## config.mk

```make
export PLATFORM = sky130hd
export DESIGN_NAME = pid_controller_step_unit
export DESIGN_NICKNAME = d
export VERILOG_FILES = /design/src/hdl/pid_pkg.sv /design/src/hdl/pid_controller_step_unit.sv /design/src/hdl/pid_cfg.sv /design/src/hdl/pid_mac.sv
export VERILOG_INCLUDE_DIRS = /design/src /design/src/hdl
export SDC_FILE = /design/constraint.sdc
export NUM_CORES = 2
export LEC_CHECK = 0
export ABC_AREA = 1
export BUFFER_PORTS_ARGS = -buffer_cell sky130_fd_sc_hd__buf_2
export CORE_ASPECT_RATIO = 0.75
export CORE_UTILIZATION = 35
export DETAILED_ROUTE_END_ITERATION = 12
export SETUP_SLACK_MARGIN = 0.02
export SYNTH_ARGS = -nofsm -noshare
export SYNTH_HDL_FRONTEND = slang
export SYNTH_SLANG_ARGS = --single-unit
```

## constraint.sdc

```tcl
create_clock -name clk_i -period 12.4 [get_ports clk_i]
set_input_delay 0 -clock clk_i [delete_from_list [all_inputs] [get_ports clk_i]]
set_output_delay 0 -clock clk_i [all_outputs]
set_load 0.02 [all_outputs]
```

## src/hdl/assert_macros.svh

```systemverilog
// assertion macros for the pid step unit rtl
// expects clk_i and rst_ni in the scope of each use
`ifndef ASSERT_MACROS_SVH
`define ASSERT_MACROS_SVH

`ifndef SYNTHESIS
`define PID_ASSERT(lbl, prop) \
  lbl: assert property (@(posedge clk_i) disable iff (!rst_ni) prop) \
    else $error("pid step unit assertion failed");
`define PID_ASSERT_NEVER(lbl, prop) \
  lbl: assert property (@(posedge clk_i) disable iff (!rst_ni) not (prop)) \
    else $error("pid step unit forbidden condition seen");
`else
`define PID_ASSERT(lbl, prop)
`define PID_ASSERT_NEVER(lbl, prop)
`endif

`endif

```

## src/hdl/pid_pkg.sv

```systemverilog
// shared constants, config layout, sequencer states and mac request type
// for the pid step unit; no dependencies
package pid_pkg;

  localparam int INTEG_W    = 48;
  localparam int DATA_W     = 32;
  localparam int PERIOD_W   = 24;
  localparam int GAIN_FRAC  = 24;
  localparam int DERIV_FRAC = 16;
  localparam int MUL_A_W    = DATA_W + 1;
  localparam int MUL_B_W    = DATA_W;
  localparam int PROD_W     = MUL_A_W + MUL_B_W;
  localparam int ACC_W      = INTEG_W + 33;
  localparam int IMAG_W     = 2 * DATA_W;
  localparam int TERM_W     = 61;
  localparam int SUM_W      = 63;
  localparam int CFG_IDX_W  = 3;

  // saturation limit of one product term, 2^60
  localparam logic [TERM_W-1:0] TERM_LIM = {1'b1, {(TERM_W-1){1'b0}}};

  localparam logic signed [INTEG_W-1:0] INTEG_MAX = {1'b0, {(INTEG_W-1){1'b1}}};
  localparam logic signed [INTEG_W-1:0] INTEG_MIN = {1'b1, {(INTEG_W-1){1'b0}}};

  typedef enum logic [CFG_IDX_W-1:0] {
    REG_PROP_GAIN      = 3'd0,
    REG_INTEG_GAIN     = 3'd1,
    REG_DERIV_GAIN     = 3'd2,
    REG_SAMPLE_PERIOD  = 3'd3,
    REG_INVERSE_PERIOD = 3'd4,
    REG_DRIVE_FLOOR    = 3'd5,
    REG_DRIVE_CEILING  = 3'd6
  } cfg_reg_e;

  // gains are kept as sign and magnitude for the unsigned multiplier
  typedef struct packed {
    logic [DATA_W-1:0]        kp_mag;
    logic                     kp_neg;
    logic [DATA_W-1:0]        ki_mag;
    logic                     ki_neg;
    logic [DATA_W-1:0]        kd_mag;
    logic                     kd_neg;
    logic [PERIOD_W-1:0]      period;
    logic [DATA_W-1:0]        inv_period;
    logic signed [DATA_W-1:0] drive_floor;
    logic signed [DATA_W-1:0] drive_ceiling;
  } cfg_t;

  localparam cfg_t CFG_RST = '{
    kp_mag:        '0,
    kp_neg:        1'b0,
    ki_mag:        '0,
    ki_neg:        1'b0,
    kd_mag:        '0,
    kd_neg:        1'b0,
    period:        24'd167772,
    inv_period:    32'd6553600,
    drive_floor:   -32'sd16711680,
    drive_ceiling: 32'sd16711680
  };

  typedef enum logic [1:0] {
    MAC_HOLD,
    MAC_LOAD24,
    MAC_LOAD16,
    MAC_ADD_HI
  } mac_op_e;

  typedef struct packed {
    logic [MUL_A_W-1:0] op_a;
    logic [MUL_B_W-1:0] op_b;
    mac_op_e            op;
  } mac_req_t;

  typedef enum logic [3:0] {
    ST_IDLE,
    ST_PREP,
    ST_INC_ACC,
    ST_INTEG,
    ST_DERIV,
    ST_PTERM,
    ST_ITERM_HI,
    ST_ITERM_ADD,
    ST_ITERM,
    ST_DTERM,
    ST_CLAMP
  } state_e;

endpackage

```

## src/hdl/pid_controller_step_unit.sv

```systemverilog
// top level of the pid step unit: sequencer, controller state and output
// register; uses pid_pkg, pid_cfg, pid_mac and assert_macros.svh
//
// One error sample in, one clamped drive value out. A sample is taken
// only while in_stall_o is low, which is whenever the unit is idle, so a
// new sample is only taken once the last one has passed the clamp step.
// All six products (integrator increment, derivative, three gain terms
// with the integral term split into two halves) go one after another
// through a single registered 33x32 multiplier with a shared accumulator.
// A finished result waits in an output register; the unit goes on
// accepting a new sample and only holds in its last step if the previous
// result has still not been taken. No clearing pass after reset.
`include "assert_macros.svh"

module pid_controller_step_unit import pid_pkg::*; (
  input  logic                 clk_i,
  input  logic                 rst_ni,
  input  logic                 cfg_we_i,
  input  logic [CFG_IDX_W-1:0] cfg_idx_i,
  input  logic [DATA_W-1:0]    cfg_data_i,
  input  logic                 in_valid_i,
  output logic                 in_stall_o,
  input  logic signed [DATA_W-1:0] error_sample_i,
  output logic                 out_valid_o,
  input  logic                 out_stall_i,
  output logic signed [DATA_W-1:0] drive_value_o,
  output logic                 clamped_o
);

  localparam int IW2   = INTEG_W + 2;
  localparam int DR_W  = ACC_W - DERIV_FRAC;
  localparam int TM_W  = ACC_W - GAIN_FRAC;
  localparam int CMP_W = (TM_W > TERM_W) ? TM_W : TERM_W;

  cfg_t     cfg;
  mac_req_t mac_req;
  logic [ACC_W-1:0] acc;

  state_e state_q, state_d;

  logic [DATA_W-1:0]         e_mag_q;
  logic                      e_neg_q;
  logic signed [DATA_W-1:0]  e_q;
  logic signed [DATA_W-1:0]  last_q;
  logic                      first_q;
  logic [DATA_W:0]           diff_mag_q;
  logic                      diff_neg_q;
  logic signed [INTEG_W-1:0] integ_q;
  logic [IMAG_W-1:0]         imag_q;
  logic                      integ_neg_q;
  logic [DATA_W-1:0]         d_mag_q;
  logic                      d_neg_q;
  logic signed [SUM_W-1:0]   sum_q;
  logic                      out_valid_q;
  logic signed [DATA_W-1:0]  drive_q;
  logic                      clamped_q;

  pid_cfg u_cfg (
    .clk_i      (clk_i),
    .rst_ni     (rst_ni),
    .cfg_we_i   (cfg_we_i),
    .cfg_idx_i  (cfg_idx_i),
    .cfg_data_i (cfg_data_i),
    .cfg_o      (cfg)
  );

  pid_mac u_mac (
    .clk_i (clk_i),
    .req_i (mac_req),
    .acc_o (acc)
  );

  // ---------------- sequencer ----------------
  always_comb begin
    state_d = state_q;
    mac_req = '{op_a: '0, op_b: '0, op: MAC_HOLD};
    case (state_q)
      ST_IDLE: begin
        if (in_valid_i) begin
          state_d = ST_PREP;
        end
      end
      ST_PREP: begin
        mac_req.op_a = MUL_A_W'(e_mag_q);
        mac_req.op_b = MUL_B_W'(cfg.period);
        state_d      = ST_INC_ACC;
      end
      ST_INC_ACC: begin
        mac_req.op   = MAC_LOAD24;
        mac_req.op_a = diff_mag_q;
        mac_req.op_b = cfg.inv_period;
        state_d      = ST_INTEG;
      end
      ST_INTEG: begin
        mac_req.op   = MAC_LOAD16;
        mac_req.op_a = MUL_A_W'(e_mag_q);
        mac_req.op_b = cfg.kp_mag;
        state_d      = ST_DERIV;
      end
      ST_DERIV: begin
        mac_req.op = MAC_LOAD24;
        state_d    = ST_PTERM;
      end
      ST_PTERM: begin
        mac_req.op_a = MUL_A_W'(imag_q[DATA_W-1:0]);
        mac_req.op_b = cfg.ki_mag;
        state_d      = ST_ITERM_HI;
      end
      ST_ITERM_HI: begin
        mac_req.op   = MAC_LOAD24;
        mac_req.op_a = MUL_A_W'(imag_q[IMAG_W-1:DATA_W]);
        mac_req.op_b = cfg.ki_mag;
        state_d      = ST_ITERM_ADD;
      end
      ST_ITERM_ADD: begin
        mac_req.op   = MAC_ADD_HI;
        mac_req.op_a = MUL_A_W'(d_mag_q);
        mac_req.op_b = cfg.kd_mag;
        state_d      = ST_ITERM;
      end
      ST_ITERM: begin
        mac_req.op = MAC_LOAD24;
        state_d    = ST_DTERM;
      end
      ST_DTERM: begin
        state_d = ST_CLAMP;
      end
      ST_CLAMP: begin
        if (!(out_valid_q && out_stall_i)) begin
          state_d = ST_IDLE;
        end
      end
      default: state_d = ST_IDLE;
    endcase
  end

  assign in_stall_o = (state_q != ST_IDLE);

  // ---------------- datapath ----------------
  logic [DATA_W-1:0]        in_mag;
  logic signed [DATA_W:0]   diff;
  logic [DATA_W:0]          diff_mag;
  logic [DATA_W-1:0]        inc_mag;
  logic signed [IW2-1:0]    inc_s, integ_sum;
  logic signed [INTEG_W-1:0] integ_d;
  logic [INTEG_W-1:0]       integ_mag;
  logic [DR_W-1:0]          deriv_r;
  logic [DATA_W-1:0]        deriv_lim, deriv_mag;
  logic [CMP_W-1:0]         term_ext;
  logic [TERM_W-1:0]        term_mag;
  logic                     term_neg;
  logic signed [SUM_W-1:0]  sum_base, sum_d;
  logic signed [SUM_W-1:0]  lo_ext, hi_ext, v_floor, v_out;

  assign in_mag = error_sample_i[DATA_W-1] ? (~error_sample_i + DATA_W'(1))
                                           : error_sample_i;

  assign diff     = {e_q[DATA_W-1], e_q} - {last_q[DATA_W-1], last_q};
  assign diff_mag = diff[DATA_W] ? (~diff + (DATA_W+1)'(1)) : diff;

  // integrator increment, already rounded in the accumulator
  assign inc_mag   = acc[GAIN_FRAC +: DATA_W];
  assign inc_s     = e_neg_q ? -$signed(IW2'(inc_mag)) : $signed(IW2'(inc_mag));
  assign integ_sum = IW2'(integ_q) + inc_s;

  always_comb begin
    if (integ_sum > IW2'(INTEG_MAX)) begin
      integ_d = INTEG_MAX;
    end else if (integ_sum < IW2'(INTEG_MIN)) begin
      integ_d = INTEG_MIN;
    end else begin
      integ_d = integ_sum[INTEG_W-1:0];
    end
  end

  assign integ_mag = integ_q[INTEG_W-1] ? (~integ_q + INTEG_W'(1)) : integ_q;

  // derivative limited to the signed 32 bit range
  assign deriv_r   = acc[ACC_W-1:DERIV_FRAC];
  assign deriv_lim = diff_neg_q ? {1'b1, {(DATA_W-1){1'b0}}} : {1'b0, {(DATA_W-1){1'b1}}};
  assign deriv_mag = (deriv_r > DR_W'(deriv_lim)) ? deriv_lim : deriv_r[DATA_W-1:0];

  // rounded gain term magnitude, saturated at 2^60
  assign term_ext = CMP_W'(acc[ACC_W-1:GAIN_FRAC]);
  assign term_mag = (term_ext > CMP_W'(TERM_LIM)) ? TERM_LIM : term_ext[TERM_W-1:0];

  always_comb begin
    case (state_q)
      ST_PTERM: term_neg = cfg.kp_neg ^ e_neg_q;
      ST_ITERM: term_neg = cfg.ki_neg ^ integ_neg_q;
      ST_DTERM: term_neg = cfg.kd_neg ^ d_neg_q;
      default:  term_neg = 1'b0;
    endcase
  end

  assign sum_base = (state_q == ST_PTERM) ? '0 : sum_q;
  assign sum_d    = term_neg ? sum_base - $signed(SUM_W'(term_mag))
                             : sum_base + $signed(SUM_W'(term_mag));

  // floor first, then ceiling, so the ceiling wins on inverted limits
  assign lo_ext  = SUM_W'(cfg.drive_floor);
  assign hi_ext  = SUM_W'(cfg.drive_ceiling);
  assign v_floor = (sum_q < lo_ext) ? lo_ext : sum_q;
  assign v_out   = (v_floor > hi_ext) ? hi_ext : v_floor;

  always_ff @(posedge clk_i) begin
    if (state_q == ST_IDLE && in_valid_i) begin
      e_q     <= error_sample_i;
      e_mag_q <= in_mag;
      e_neg_q <= error_sample_i[DATA_W-1];
    end
    if (state_q == ST_PREP) begin
      diff_mag_q <= diff_mag;
      diff_neg_q <= diff[DATA_W];
    end
    if (state_q == ST_DERIV) begin
      d_mag_q     <= first_q ? '0 : deriv_mag;
      d_neg_q     <= diff_neg_q;
      imag_q      <= IMAG_W'(integ_mag);
      integ_neg_q <= integ_q[INTEG_W-1];
    end
    if (state_q == ST_PTERM || state_q == ST_ITERM || state_q == ST_DTERM) begin
      sum_q <= sum_d;
    end
    if (state_q == ST_CLAMP && !(out_valid_q && out_stall_i)) begin
      drive_q   <= v_out[DATA_W-1:0];
      clamped_q <= (v_out != sum_q);
    end
  end

  always_ff @(posedge clk_i or negedge rst_ni) begin
    if (!rst_ni) begin
      state_q     <= ST_IDLE;
      integ_q     <= '0;
      last_q      <= '0;
      first_q     <= 1'b1;
      out_valid_q <= 1'b0;
    end else begin
      state_q <= state_d;
      if (state_q == ST_INTEG) begin
        integ_q <= integ_d;
      end
      if (state_q == ST_DERIV) begin
        last_q  <= e_q;
        first_q <= 1'b0;
      end
      if (state_q == ST_CLAMP && !(out_valid_q && out_stall_i)) begin
        out_valid_q <= 1'b1;
      end else if (out_valid_q && !out_stall_i) begin
        out_valid_q <= 1'b0;
      end
    end
  end

  assign out_valid_o   = out_valid_q;
  assign drive_value_o = drive_q;
  assign clamped_o     = clamped_q;

  `PID_ASSERT(a_accept_starts_seq, (in_valid_i && !in_stall_o) |=> (state_q == ST_PREP))
  `PID_ASSERT(a_first_clears_in_deriv, $fell(first_q) |-> $past(state_q == ST_DERIV))
  `PID_ASSERT(a_result_loaded, (state_q == ST_CLAMP && !(out_valid_q && out_stall_i)) |=> (out_valid_q && state_q == ST_IDLE))
  `PID_ASSERT_NEVER(a_no_first_in_terms, (state_q == ST_PTERM && first_q))

endmodule

```

## src/hdl/pid_cfg.sv

```systemverilog
// configuration register file of the pid step unit
// depends on pid_pkg; stores gains as sign and magnitude
module pid_cfg import pid_pkg::*; (
  input  logic                 clk_i,
  input  logic                 rst_ni,
  input  logic                 cfg_we_i,
  input  logic [CFG_IDX_W-1:0] cfg_idx_i,
  input  logic [DATA_W-1:0]    cfg_data_i,
  output cfg_t                 cfg_o
);

  cfg_t              cfg_q, cfg_d;
  logic [DATA_W-1:0] data_mag;

  assign data_mag = cfg_data_i[DATA_W-1] ? (~cfg_data_i + DATA_W'(1)) : cfg_data_i;

  always_comb begin
    cfg_d = cfg_q;
    if (cfg_we_i) begin
      case (cfg_reg_e'(cfg_idx_i))
        REG_PROP_GAIN: begin
          cfg_d.kp_mag = data_mag;
          cfg_d.kp_neg = cfg_data_i[DATA_W-1];
        end
        REG_INTEG_GAIN: begin
          cfg_d.ki_mag = data_mag;
          cfg_d.ki_neg = cfg_data_i[DATA_W-1];
        end
        REG_DERIV_GAIN: begin
          cfg_d.kd_mag = data_mag;
          cfg_d.kd_neg = cfg_data_i[DATA_W-1];
        end
        REG_SAMPLE_PERIOD:  cfg_d.period        = cfg_data_i[PERIOD_W-1:0];
        REG_INVERSE_PERIOD: cfg_d.inv_period    = cfg_data_i;
        REG_DRIVE_FLOOR:    cfg_d.drive_floor   = $signed(cfg_data_i);
        REG_DRIVE_CEILING:  cfg_d.drive_ceiling = $signed(cfg_data_i);
        default: ;
      endcase
    end
  end

  always_ff @(posedge clk_i or negedge rst_ni) begin
    if (!rst_ni) begin
      cfg_q <= CFG_RST;
    end else begin
      cfg_q <= cfg_d;
    end
  end

  assign cfg_o = cfg_q;

endmodule

```

## src/hdl/pid_mac.sv

```systemverilog
// shared multiply-accumulate unit: registered 33x32 unsigned product,
// then an accumulator with rounding preload; depends on pid_pkg
module pid_mac import pid_pkg::*; (
  input  logic             clk_i,
  input  mac_req_t         req_i,
  output logic [ACC_W-1:0] acc_o
);

  localparam logic [ACC_W-1:0] RND24 = ACC_W'(1) << (GAIN_FRAC - 1);
  localparam logic [ACC_W-1:0] RND16 = ACC_W'(1) << (DERIV_FRAC - 1);

  logic [PROD_W-1:0] prod_q, prod_d;
  logic [ACC_W-1:0]  acc_q, acc_d;

  assign prod_d = PROD_W'(req_i.op_a) * PROD_W'(req_i.op_b);

  always_comb begin
    case (req_i.op)
      MAC_LOAD24: acc_d = ACC_W'(prod_q) + RND24;
      MAC_LOAD16: acc_d = ACC_W'(prod_q) + RND16;
      // upper partial product of a wide operand
      MAC_ADD_HI: acc_d = acc_q + (ACC_W'(prod_q) << DATA_W);
      default:    acc_d = acc_q;
    endcase
  end

  always_ff @(posedge clk_i) begin
    prod_q <= prod_d;
    acc_q  <= acc_d;
  end

  assign acc_o = acc_q;

endmodule

```

==> results.txt <==
status: finished with violations
violated checks: capacitance limit, slew limit
Initial Util: 0.353
clk buf depth: 3
Async S/R FF share, synth: 0.430
most common cell after layout, fill and taps aside: nand2_1
Crit Path Max Fanout: 21
crit path capture type: flip-flop
Rows: 157
Worst path max stage delay: 0.96 ns
Clock Pin Slew Worst Setup and Hold Paths: 0.07 ns
chip width: 576 um
DR top layer: met5
post_cts resized: 0
setup_tns: 0 ns
predominant post-synthesis flop cell: edfxtp_1
Slew Viols, Final: 2
Post-layout nets: 13200
Hold Crit Class: in -> reg
DR DRC count: 0
Initial DRT Pass Iterations: 6
mean routed wirelength per cell: 20.9 um
initial antenna violation count: 14
# Post-CTS Setup Buffers: 0
share of layout cells above drive strength 1: 0.0441
slowest cell on the critical path: nor3_2
largest net degree at the start of global routing: 185
cells after synthesis: 11600
vias in the first global route: 72400
routed vias/inst: 5.12
die area: 249000 um^2
CP Data Required Time: 12.97 ns
I/O pins: 107
CORE AREA: 245000 um^2
TritonCTS clock tree: built
Critical Path Most Common Cell: inv_1
Post-Syn Area: 86600 um^2
RSZ-0062 raised after global routing: no
worst relative slew slack: -0.0119
Synth cell types: 67
sequential-to-total area share from yosys stat: 0.222
total CTS buffers: 77
root buffer cell: clkbuf_16
Seq cells post-synth: 710
final period utilization: 0.853
met2 routed WL: 121 mm
EDFF count, synth: 340
Port Buffers: 106
Final ANT Viol Nets: 0
final setup skew: 0.0451 ns
clk sinks: 710
gr ovfl total: 0
detailed placer's ending HPWL: 251 mm
final hold vios: 0
WL final: 312 mm
met1 wire length: 149 mm
Worst Path Arrival: 11.15 ns
metal3 WL: 35.9 mm
Setup violations, final: 0
Detailed Route Iter0 Violations: 9243
Syn-to-layout area delta: 9.12%
Die H: 433 um
Ys Warns: 0
crit path time final: 10.58 ns
H-Tree Depth: 3
Tot GR Track Use: 0.249
Max Cap Viol: 1
Clock Latency Late Sink: 0.69 ns
Worst-Margin Slew: 1.50 ns
most frequent cells in the layout: 2844 x nand2_1, 2367 x inv_1, 1068 x nor2_1
first-pass GRT wire length: 470 mm
placer's final routability congestion estimate: 1.03
DR vias: 76400
synthesized area per cell: 7.50 um^2
CP startpoint kind: flip-flop
f_max: 94.6 MHz
Setup CP Type: reg -> reg
syn nets: 13200
final timing paths:
kind,from,end,slack (ns),cells after the start
max in group asynchronous,rst_ni,u_cfg.cfg_o[38],10.05,5
min in group asynchronous,rst_ni,first_q,0.47,3
hold / removal,cfg_idx_i[1],u_cfg.cfg_o[82],0.06,4
setup reg to reg,state_q[3],u_mac.prod_q[39],1.82,33
hold reg to reg,u_cfg.cfg_o[131],u_cfg.cfg_o[131],0.48,2
setup / recovery,state_q[3],u_mac.prod_q[39],1.82,33
state kept, by name (all words and copies together), names as in the netlist:
name / count
e_neg_q: 1
d_mag_q: 32
u_mac.acc_o: 65
clamped_o: 1
state_q: 4
out_valid_o: 1
u_mac.prod_q: 65
e_q: 30
sum_q: 63
drive_value_o: 32
diff_mag_q: 33
d_neg_q: 1
last_q: 32
diff_neg_q: 1
imag_q: 48
e_mag_q: 32
u_cfg.cfg_o: 219
first_q: 1
integ_neg_q: 1
integ_q: 48
cell usage after synthesis (8+ instances only):
cell | instances | area [um^2]
o211ai_1 | 17 | 128
o21ai_1 | 9 | 45.0
clkbuf_1 | 307 | 1150
xnor2_1 | 115 | 1010
or2_2 | 17 | 106
nor2_1 | 1079 | 4050
and3_1 | 8 | 50.1
a21o_1 | 26 | 195
o221ai_1 | 8 | 70.1
a31oi_1 | 119 | 744
dfrtp_1 | 274 | 6860
dfstp_2 | 31 | 815
nor4_1 | 53 | 332
a211oi_1 | 10 | 75.1
a21boi_0 | 22 | 165
clkinv_1 | 12 | 45.0
nand4_1 | 91 | 569
o21ai_0 | 587 | 2940
nor3_1 | 116 | 581
a21oi_2 | 31 | 272
nand2_1 | 2851 | 10700
dfxtp_1 | 65 | 1300
ha_1 | 622 | 7780
xor2_1 | 277 | 2430
nand3_1 | 356 | 1780
buf_2 | 28 | 140
o21a_1 | 39 | 293
buf_1 | 27 | 101
o21bai_1 | 13 | 97.6
a21oi_1 | 561 | 2810
fa_1 | 930 | 18600
o22ai_1 | 17 | 106
inv_1 | 2369 | 8890
a221oi_1 | 14 | 123
o31ai_1 | 10 | 75.1
and2_1 | 9 | 56.3
a22o_1 | 26 | 228
edfxtp_1 | 340 | 10200
final cells by class:
| type | instances | area [um^2] |
|---|---|---|
| inverter | 2386 | 8960 |
| timing repair buffer | 327 | 2450 |
| sequential | 710 | 19200 |
| clock buffer | 101 | 2110 |
| antenna | 2 | 5.00 |
| fill | 25500 | 150000 |
| tap | 3259 | 4080 |
| clock inverter | 43 | 549 |
| multi-input combinational | 8086 | 57100 |
timing repair:
item	4_1_cts	5_1_grt
endpoints found under the setup margin	0	0
endpoints found under the hold margin	328	0
hold buffers	75	0
per-layer routing:
metal / up-vias / global-route usage
met1: 36800 / 0.392
met5: - / 0
met3: 296 / 0.0606
met4: 2 / 0.0364
met2: 3440 / 0.344
li1: 35900 / -
cell families after synthesis:
| group | count (synthesis) | share of synthesized area |
|---|---|---|
| DFF | 710 | 0.222 |
| and+or+nand+nor | 4607 | 0.214 |
| buffers and inverters | 2756 | 0.121 |
| adders and majority gates | 1552 | 0.305 |
| AOI/OAI and AO/OA | 1533 | 0.0990 |
| xor gates and xnor gates | 394 | 0.0400 |
per-stage QoR:
stage	std cells	util	hold WS [ns]	area, um^2	setup WS (ns)
2_1_floorplan	11600	-	-0.296	86600	3.21
3_3_place_gp	14700	0.372	0.0250	91100	2.09
6_report	14900	0.386	0.0632	94500	1.82
4_1_cts	14900	0.386	0.0245	94500	1.92
5_1_grt	14900	0.386	0.117	94500	1.09
3_5_place_dp	14700	0.372	0.0281	91100	1.94
critical path, delay by kind of cell (launching register included):
family	cells	cell delay, ns
buf+inv	8	1.79
simple gates	9	1.77
flops	1	0.45
compound gates	7	2.57
fa+ha+maj	9	3.82
Power is not shown: default switching activity piles up to over one toggle a cycle in this logic, so the estimate is an artifact.
